### config.mk
export PLATFORM = sky130hd
export DESIGN_NAME = encoder_pulse_count_and_speed
export DESIGN_NICKNAME = d
export VERILOG_FILES = /design/src/hw/rtl/epsc_pkg.sv /design/src/hw/rtl/epsc_div.sv /design/src/hw/rtl/encoder_pulse_count_and_speed.sv
export SDC_FILE = /design/constraint.sdc
export NUM_CORES = 2
export LEC_CHECK = 0
export ABC_CLOCK_PERIOD_IN_PS = 16750
export BUFFER_PORTS_ARGS = -buffer_cell sky130_fd_sc_hd__buf_4
export CAP_MARGIN = 20
export CORE_ASPECT_RATIO = 1.1
export CORE_MARGIN = 2
export CORE_UTILIZATION = 64
export DETAILED_ROUTE_END_ITERATION = 8
export GPL_TIMING_DRIVEN = 0
export PLACE_DENSITY = 0.85
export SLEW_MARGIN = 0
export SYNTH_ARGS = -nofsm -noshare
export SYNTH_HDL_FRONTEND = slang
export SYNTH_SLANG_ARGS = --single-unit
### constraint.sdc
create_clock -name clk -period 16.75 [get_ports clk]
set_clock_uncertainty 0.2 [all_clocks]
set_input_delay 0 -clock clk [delete_from_list [all_inputs] [get_ports clk]]
set_output_delay 0 -clock clk [all_outputs]
set_load 0.02 [all_outputs]
### src/hw/rtl/epsc_pkg.sv
// Shared constants for the encoder pulse count and speed block.
`timescale 1ns / 1ps
package epsc_pkg;

  // Field widths
  localparam int unsigned TS_W    = 32;
  localparam int unsigned COUNT_W = 32;
  localparam int unsigned SPEED_W = 34;
  localparam int unsigned TPR_W   = 16;
  localparam int unsigned PROD_W  = TS_W + TPR_W;

  // Speed numerator: 60e6 us per minute, scaled by 256 for Q8
  localparam logic [SPEED_W-1:0] SPEED_NUM_Q8 = 34'd15360000000;

  // Divider step count, one quotient bit per step
  localparam int unsigned DIV_STEPS = SPEED_W;
  localparam int unsigned DIV_CNT_W = $clog2(DIV_STEPS);

  // Register indexes
  localparam logic CFG_TPR = 1'b0;
  localparam logic CFG_FWD = 1'b1;

  // Register reset values
  localparam logic [TPR_W-1:0] TPR_RESET = 16'd45;
  localparam logic             FWD_RESET = 1'b1;

endpackage

### src/hw/rtl/epsc_div.sv
// Iterative restoring divider: one quotient bit per cycle.
`timescale 1ns / 1ps
module epsc_div (
  input  logic                                 clk,
  input  logic                                 rst,
  input  logic                                 start,
  input  logic [epsc_pkg::SPEED_W-1:0]         dividend,
  input  logic [epsc_pkg::PROD_W-1:0]          divisor,
  output logic                                 done,
  output logic [epsc_pkg::SPEED_W-1:0]         quotient
);

  logic                               busy;
  logic [epsc_pkg::DIV_CNT_W-1:0]     cnt;
  logic [epsc_pkg::PROD_W-1:0]        rem;
  logic [epsc_pkg::SPEED_W-1:0]       quo;
  logic [epsc_pkg::PROD_W:0]          trial;
  logic [epsc_pkg::PROD_W:0]          diff;
  logic                               take;

  // Shift in the next dividend bit and try the subtract
  always_comb begin
    trial = {rem, quo[epsc_pkg::SPEED_W-1]};
    diff  = trial - {1'b0, divisor};
    take  = (trial >= {1'b0, divisor});
  end

  assign quotient = quo;

  // Sequence the steps; a zero divisor yields all ones
  always_ff @(posedge clk) begin
    if (rst) begin
      busy <= 1'b0;
      done <= 1'b0;
      cnt  <= '0;
    end else begin
      done <= 1'b0;
      if (start) begin
        busy <= 1'b1;
        cnt  <= epsc_pkg::DIV_CNT_W'(epsc_pkg::DIV_STEPS - 1);
        rem  <= '0;
        quo  <= dividend;
      end else if (busy) begin
        rem <= take ? diff[epsc_pkg::PROD_W-1:0] : trial[epsc_pkg::PROD_W-1:0];
        quo <= {quo[epsc_pkg::SPEED_W-2:0], take};
        if (cnt == '0) begin
          busy <= 1'b0;
          done <= 1'b1;
        end else begin
          cnt <= cnt - epsc_pkg::DIV_CNT_W'(1);
        end
      end
    end
  end

endmodule

### src/hw/rtl/encoder_pulse_count_and_speed.sv
// Encoder pulse counter with period-based speed, top level.
//
//   channel | direction | handshake          | payload
//   --------+-----------+--------------------+---------------------------------------------
//   in      | sink      | in_valid/in_stall  | edge_level, direction_level, timestamp_us
//   out     | source    | out_valid/out_stall| position_count, speed_rpm_q8, speed_updated
//   cfg     | sink      | cfg_valid/cfg_ready| cfg_index, cfg_data
//
// A falling edge, or the first rising edge, goes to S_DONE and shows its result once the
// output register is free. A rising edge with a speed update steps through the 32x16 product,
// the divider launch, 34 one-bit divider steps, taking the quotient, and loading the output.
// Reset clears count, rise flag, held speed and loads the register defaults.
// in_stall stays high while an edge is in work; a stalled result holds in the output
// register, and the next edge may be accepted meanwhile.
`timescale 1ns / 1ps
module encoder_pulse_count_and_speed (
  input  logic                                clk,
  input  logic                                rst,
  input  logic                                in_valid,
  output logic                                in_stall,
  input  logic                                edge_level,
  input  logic                                direction_level,
  input  logic [epsc_pkg::TS_W-1:0]           timestamp_us,
  output logic                                out_valid,
  input  logic                                out_stall,
  output logic signed [epsc_pkg::COUNT_W-1:0] position_count,
  output logic [epsc_pkg::SPEED_W-1:0]        speed_rpm_q8,
  output logic                                speed_updated,
  input  logic                                cfg_valid,
  output logic                                cfg_ready,
  input  logic                                cfg_index,
  input  logic [epsc_pkg::TPR_W-1:0]          cfg_data
);

  typedef enum logic [2:0] {
    S_IDLE,
    S_MUL,
    S_START,
    S_DIV,
    S_DONE
  } state_t;

  state_t                         state;
  logic [epsc_pkg::TPR_W-1:0]     tpr;
  logic                           fwd;
  logic [epsc_pkg::COUNT_W-1:0]   pulse_count;
  logic [epsc_pkg::TS_W-1:0]      last_rise_time;
  logic                           rise_seen;
  logic [epsc_pkg::SPEED_W-1:0]   speed_value;
  logic [epsc_pkg::TS_W-1:0]      period;
  logic [epsc_pkg::PROD_W-1:0]    product;
  logic                           updated;
  logic                           div_start;
  logic                           div_done;
  logic [epsc_pkg::SPEED_W-1:0]   div_quo;
  logic                           in_fire;
  logic                           out_free;

  assign in_stall  = (state != S_IDLE);
  assign in_fire   = in_valid && !in_stall;
  assign out_free  = !out_valid || !out_stall;
  assign cfg_ready = 1'b1;
  assign div_start = (state == S_START);

  // Divider for the speed quotient
  epsc_div u_div (
    .clk      (clk),
    .rst      (rst),
    .start    (div_start),
    .dividend (epsc_pkg::SPEED_NUM_Q8),
    .divisor  (product),
    .done     (div_done),
    .quotient (div_quo)
  );

  // Configuration registers
  always_ff @(posedge clk) begin
    if (rst) begin
      tpr <= epsc_pkg::TPR_RESET;
      fwd <= epsc_pkg::FWD_RESET;
    end else if (cfg_valid && cfg_ready) begin
      unique case (cfg_index)
        epsc_pkg::CFG_TPR: tpr <= cfg_data;
        epsc_pkg::CFG_FWD: fwd <= cfg_data[0];
        default: ;
      endcase
    end
  end

  // Sequencer, state and output register
  always_ff @(posedge clk) begin
    if (rst) begin
      state          <= S_IDLE;
      pulse_count    <= '0;
      last_rise_time <= '0;
      rise_seen      <= 1'b0;
      speed_value    <= '0;
      updated        <= 1'b0;
      out_valid      <= 1'b0;
    end else begin
      // Drop the result once it is taken, unless a new one loads now
      if (out_valid && !out_stall && state != S_DONE) begin
        out_valid <= 1'b0;
      end
      unique case (state)
        S_IDLE: begin
          if (in_fire) begin
            pulse_count <= (direction_level == fwd)
                           ? pulse_count + epsc_pkg::COUNT_W'(1)
                           : pulse_count - epsc_pkg::COUNT_W'(1);
            if (edge_level) begin
              last_rise_time <= timestamp_us;
              rise_seen      <= 1'b1;
            end
            if (edge_level && rise_seen) begin
              period  <= timestamp_us - last_rise_time;
              updated <= 1'b1;
              state   <= S_MUL;
            end else begin
              updated <= 1'b0;
              state   <= S_DONE;
            end
          end
        end
        S_MUL: begin
          product <= epsc_pkg::PROD_W'(period) * epsc_pkg::PROD_W'(tpr);
          state   <= S_START;
        end
        S_START: begin
          state <= S_DIV;
        end
        S_DIV: begin
          if (div_done) begin
            speed_value <= div_quo;
            state       <= S_DONE;
          end
        end
        S_DONE: begin
          // Load the output register when it is free
          if (out_free) begin
            position_count <= pulse_count;
            speed_rpm_q8   <= speed_value;
            speed_updated  <= updated;
            out_valid      <= 1'b1;
            state          <= S_IDLE;
          end
        end
        default: state <= S_IDLE;
      endcase
    end
  end

endmodule
* After elaboration in Yosys (flattened, before gate mapping) *
Cells that the tools add are included.
W data, S select, Z words.

cells by class
  $add $sub $neg = 5
  $mul = 1
  $lt $le $gt $ge = 1
  eq/ne operators = 10
  muxes and demuxes = 20
  bitwise logic cells = 4
  reductions and logical operators = 26

operators by type and width
  cell                     number
  $mux W48                 2
  $ge A49 B48 Y1           1
  $mul A32 B16 Y48         1
  $sub A48 B48 Y48         1
  $mux W34                 1
  $add A32 B1 Y32 const B  1
  $mux W32                 1
  $sub A32 B1 Y32 const B  1
  $sub A32 B32 Y32         1
  $mux W6                  3
  $reduce_and A2 Y1        8
  $pmux W3 S5              1
  $mux W3                  4
  $reduce_and A3 Y1        3
  $mux W1                  8
  $eq A3 B2 Y1 const B     2
  $logic_not A6 Y1         1
  $ne A2 B2 Y1 const B     3
  $sub A6 B1 Y6 const B    1
  $logic_and A1 B1 Y1      4
  $not A1 Y1               4
  $reduce_and A4 Y1        1
  $eq A3 B1 Y1 const B     1
  $eq A3 B3 Y1 const B     1
  other kinds (10)         12

word-level totals
  register bits after elaboration = 358
  word-level logic and storage cells = 87

* Logic depth before layout (Yosys ltp) *
  depth in word-level cells = 6
  mapped depth = 28

* By module *
A second synthesis with hierarchy kept.

second synthesis, totals
  cell total of the unflattened synthesis = 3861
  area total of the unflattened synthesis = 35263.8 µm²

by module, submodules not included
  module                         times used  cells each  area each (µm²)  sequential area each (µm²)
  encoder_pulse_count_and_speed  1           3092        28363.5          6836.6
  epsc_div                       1           769         6900.4           2622.5

* Worst setup path before layout *
OpenSTA, ideal clock, no wires.

  path kind = flip-flop to flip-flop
  from = reg period[11] in the netlist's numbering
  to = reg product[46] in the netlist's numbering, data pin
  data arrival time = 6304 ps
  data required time = 16292 ps
  path slack = 9989 ps
  stages on the path, launching flop included = 26
  path buffers = 1
  period minus slack after synthesis = 6761 ps
  cells stage by stage = edfxtp_1 -> clkbuf_1 -> nand2_1 -> fa_1 -> fa_1 -> fa_1 -> inv_1 -> fa_1 -> fa_1 -> inv_1 -> fa_1 -> inv_1 -> ha_1 -> nand2_1 -> or2_0 -> or3b_1 -> a31o_2 -> o211ai_2 -> a21oi_1 -> o21ai_1 -> a21oi_1 -> o21bai_1 -> a21oi_1 -> o31ai_1 -> a21oi_1 -> xnor2_1

between the ends
  cells in the longest elaborated chain, start to end = 1

RTL lines
  element                   RTL line                              RTL
  start: declaration        encoder_pulse_count_and_speed.sv:50   logic [epsc_pkg::TS_W-1:0] period;
  start signal: assignment  encoder_pulse_count_and_speed.sv:116  period <= timestamp_us - last_rise_time;
  $mul A32 B16 Y48          encoder_pulse_count_and_speed.sv:126  product <= epsc_pkg::PROD_W'(period) * epsc_pkg::PROD_W'(tpr);
  end signal: assignment    encoder_pulse_count_and_speed.sv:126
  end: declaration          encoder_pulse_count_and_speed.sv:51   logic [epsc_pkg::PROD_W-1:0] product;

Every way passes these cells.
A chain may end at the register's enable or synchronous reset.

* Worst setup path after layout *
  from = reg tpr[7] in the netlist's numbering
  to = reg product[46] in the netlist's numbering, data pin

between the ends
  cells in the longest elaborated chain, start to end = 1

RTL lines
  element                   RTL line                              RTL
  start: declaration        encoder_pulse_count_and_speed.sv:44   logic [epsc_pkg::TPR_W-1:0] tpr;
  start signal: assignment  encoder_pulse_count_and_speed.sv:79   tpr <= epsc_pkg::TPR_RESET;
  start signal: assignment  encoder_pulse_count_and_speed.sv:83   epsc_pkg::CFG_TPR: tpr <= cfg_data;
  $mul A32 B16 Y48          encoder_pulse_count_and_speed.sv:126

Every way passes these cells.

==> flow_summary_export.csv <==
group,metric,value,unit
critical_path,critPathMaxStageDelay,790,ps
power,vdd_drop_max,0.000129,V
hold_path,hold_depth,5,
critical_path,r2r-end,"product[46]",
clock_tree,cts_max_level,2,
logic_synthesis,synth_seq_cells,358,
run,maxCapViolations,0,
hold_path,min_to,"tpr[9]",
placement,place_hpwl,71400,µm
critical_path,slowest_stage,"clkbuf_1",
die,io_pins,126,
logic_synthesis,syn_avg_cell_area,9.36,µm²
logic_synthesis,synthTopCellsByArea,"fa_1 25%, edfxtp_1 20%, ha_1 8.5%",
timing,fin_tns_setup,0,ps
power,fin_total_pwr,4.07,mW
finish,multi_input_area,22000,µm²
clock_tree,cts_tree,"yes",
timing,setup_slack,8190,ps
logic_synthesis,synthMuxAreaShare,0.00968,
timing,fmax,117,MHz
detailed_routing,drt_iter0_markers,2647,
logic_synthesis,synth_compound_area_frac,0.107,
clock_tree,cts_buffers,39,
timing,worst_pin_slew,1120,ps
critical_path,crit_buf_inv,4,
detailed_routing,wirelength_met1,35200,µm
logic_synthesis,synth.top_cells.by_count,"590 x nand2_1, 557 x inv_1, 421 x fa_1",
detailed_routing,highest_layer,"met4",
logic_synthesis,yosysMostFrequentCell,"nand2_1",
finish,fin_util,0.724,
finish,fin_nets,4612,
timing,finalSetupViolCount,0,
clock_tree,clk_pin_slew,60,ps
detailed_routing,wl_per_cell,20.5,µm
clock_tree,root_buffer,"clkbuf_16",
grt,antenna_found_initial,0,
timing,relSlewSlack,0.250,
logic_synthesis,synth_top_family_by_area,"adder cells",
finish,fin_cells,4610,
finish,area_delta_synth_final,11.6,%
grt,grt_pass1_vias,28400,
detailed_routing,via_per_inst,5.95,
finish,drive_gt1_frac,0.0585,
timing,fin_crit_sh,0.511,
logic_synthesis,synth_cell_types,81,
timing,rsz0062_at_grt,"no",
critical_path,regToRegStartpoint,"tpr[7]",
detailed_routing,wl_met3,9340,µm
logic_synthesis,synth_fa_ha_area_frac,0.332,
grt,grt_usage,0.349,
placement,dp_slack,8460,ps
logic_synthesis,yosysTopAreaCell,"fa_1",
placement,gp_congestion,0.985,
detailed_routing,wl,94500,µm
clock_tree,worstSkewPairLatency,560,ps
hold_path,hold_class,"primary input to register",
critical_path,worstPathCellList,"clkbuf_1 > nand2_1 > fa_1 > inv_1 > fa_1 > fa_1 > fa_1 > fa_1 > inv_1 > fa_1 > inv_1 > ha_1 > a21o_1 > a211oi_1 > o211ai_2 > a21oi_1 > o21ai_1 > a21oi_1 > o21bai_1 > a21oi_1 > o31ai_1 > a21oi_1 > xnor2_1",
finish,seq_area,9460,µm²
placement,placed_cell_area,36100,µm²
logic_synthesis,ys_async_sr_fraction,0,
critical_path,cp.required,16860,ps
die,placement_rows,88,
detailed_routing,drtPass1Iterations,6,
hold_path,hold_start,"cfg_index",
grt,grt_pass1_wl,149000,µm
logic_synthesis,synth_nets,4355,
die,dieHeight,246,µm
critical_path,worst_setup_path_end_kind,"register",
critical_path,cpLargestDelayFamily,"adder cells",
grt,grt-ovfl-total,0,
logic_synthesis,syn_inst,3647,
critical_path,crit_fanout,10,
logic_synthesis,yosys.area_share.simple,0.158,
clock_tree,cts_sinks,358,
critical_path,r2r_slack,8190,ps
critical_path,critPathLaunchType,"register",
die,dieArea,55200,µm²
timing,finalCriticalPeriod,8560,ps
critical_path,ff2ff_path_depth,23,
critical_path,cp.arrival,8670,ps
logic_synthesis,ys.flop_type,"edfxtp_1",
logic_synthesis,synth-xor-area-share,0.0370,
power,power.density,107,nW/µm²
placement,post-place-cells,4461,
detailed_routing,vias,27400,
logic_synthesis,yosysWarnings,0,
die,fp.dieW,224,µm
logic_synthesis,yosysTopAreaCellShare,0.247,
timing,hold_viol,0,
logic_synthesis,ys_seq_area_frac,0.277,
detailed_routing,wl_met2,44500,µm
critical_path,critPathMostFrequentCell,"fa_1",
clock_tree,cts-resized-gates,0,
die,core,52600,µm²
detailed_routing,drc,0,
logic_synthesis,synth_edf_count,229,
timing,finalMaxSlewViolations,0,
grt,grt_max_degree,33,
timing,whs,37.9,ps
placement,port_buffers,124,
finish,fillers,3735,
power,p_leak,17.1,nW
detailed_routing,antenna_left,0,
finish,final_cell_area,38100,µm²
die,initial_core_util,0.649,
run_status,status,"completed",
logic_synthesis,syn_area,34100,µm²
critical_path,crit_type,"register to register",
clock_tree,cts.path.max_buffers,3,
registers in the layout, summed over array words and instances, names as in the netlist:
| register | count |
|---|---|
| product | 48 |
| u_div.rem | 48 |
| speed_rpm_q8 | 34 |
| speed_value | 34 |
| u_div.quotient | 34 |
| last_rise_time | 32 |
| period | 32 |
| position_count | 32 |
| pulse_count | 32 |
| tpr | 16 |
| u_div.cnt | 6 |
| state | 3 |
| fwd | 1 |
| out_valid | 1 |
| rise_seen | 1 |
| speed_updated | 1 |
| u_div.busy | 1 |
| u_div.done | 1 |
| updated | 1 |
worst max path at each step:
stage	start	end	slack, ps	cells after the start
floorplan	period[11]	product[46]	9990	25
global placement	state[1]	speed_rpm_q8[8]	8000	4
detailed placement	tpr[7]	product[44]	8460	23
CTS	tpr[7]	product[44]	8430	23
global route	tpr[7]	product[46]	7940	23
finish	tpr[7]	product[46]	8190	23
placed cells by master (no fill, tap or decap), types with 8 or more instances in the layout:
cell and instances:
a211oi_1 24, a21o_1 80, a21oi_1 248, a31oi_1 15
and2_1 236, and3_1 12, buf_4 132, buf_6 9
clkbuf_1 169, clkbuf_16 39, dfxtp_1 129, dlygate4sd3_1 76
edfxtp_1 229, fa_1 421, ha_1 231, inv_1 557
mux2i_1 33, nand2_1 590, nand2b_1 22, nand3_1 35
nand3b_1 9, nand4_1 21, nor2_1 161, nor2b_1 20
nor3_1 27, o211ai_1 8, o21a_1 21, o21ai_0 63
o21ai_1 9, o21bai_1 33, xnor2_1 112, xor2_1 32
cells by family (layout without fill, tap and decap cells):
| group | Yosys count | in the layout |
|---|---|---|
| AOI/OAI and AO/OA | 573 | 573 |
| muxes | 33 | 33 |
| and+or+nand+nor | 1167 | 1167 |
| DFF | 358 | 358 |
| other | 1 | 2 |
| adders and majority gates | 652 | 652 |
| buffers and inverters | 719 | 1006 |
| xor gates and xnor gates | 144 | 144 |
area by class of cell:
type,instances,area share
Buffer,162,0.0168
Tap cell,675,0.0222
Timing Repair Buffer,216,0.0495
Inverter,557,0.0549
Multi-Input combinational cell,2570,0.577
Sequential cell,358,0.248
Antenna cell,1,0.0000657
Clock inverter,11,0.00220
Clock buffer,60,0.0293
per-layer routing:
layer	up-vias	global-route usage
met1	13400	0.436
met3	390	0.0732
li1	12200	-
met4	0	0.172
met2	1444	0.580
met5	-	0
power breakdown:
part / switching [mW] / leakage [nW] / internal, mW
Sequential: 0.0323 / 3.14 / 1.07
Clock: 0.365 / 0.576 / 0.463
Combinational: 1.29 / 13.3 / 0.859
worst reg2reg max path, stage by stage, from the launching register on:
cell and delay [ps]:
dfxtp_1 520, clkbuf_1 790, nand2_1 200, fa_1 590, inv_1 50, fa_1 510
fa_1 600, fa_1 450, fa_1 490, inv_1 40, fa_1 470, inv_1 40
ha_1 350, a21o_1 210, a211oi_1 690, o211ai_2 320, a21oi_1 400, o21ai_1 120
a21oi_1 380, o21bai_1 110, a21oi_1 300, o31ai_1 140, a21oi_1 230, xnor2_1 90
repair_timing:
| item | in CTS | in global routing |
|---|---|---|
| setup buffers | 0 | 0 |
| hold buffers | 76 | 0 |
| endpoints found under the hold margin | 104 | 0 |
| endpoints found under the setup margin | 0 | 0 |
Power figures use the tool's default switching activity.
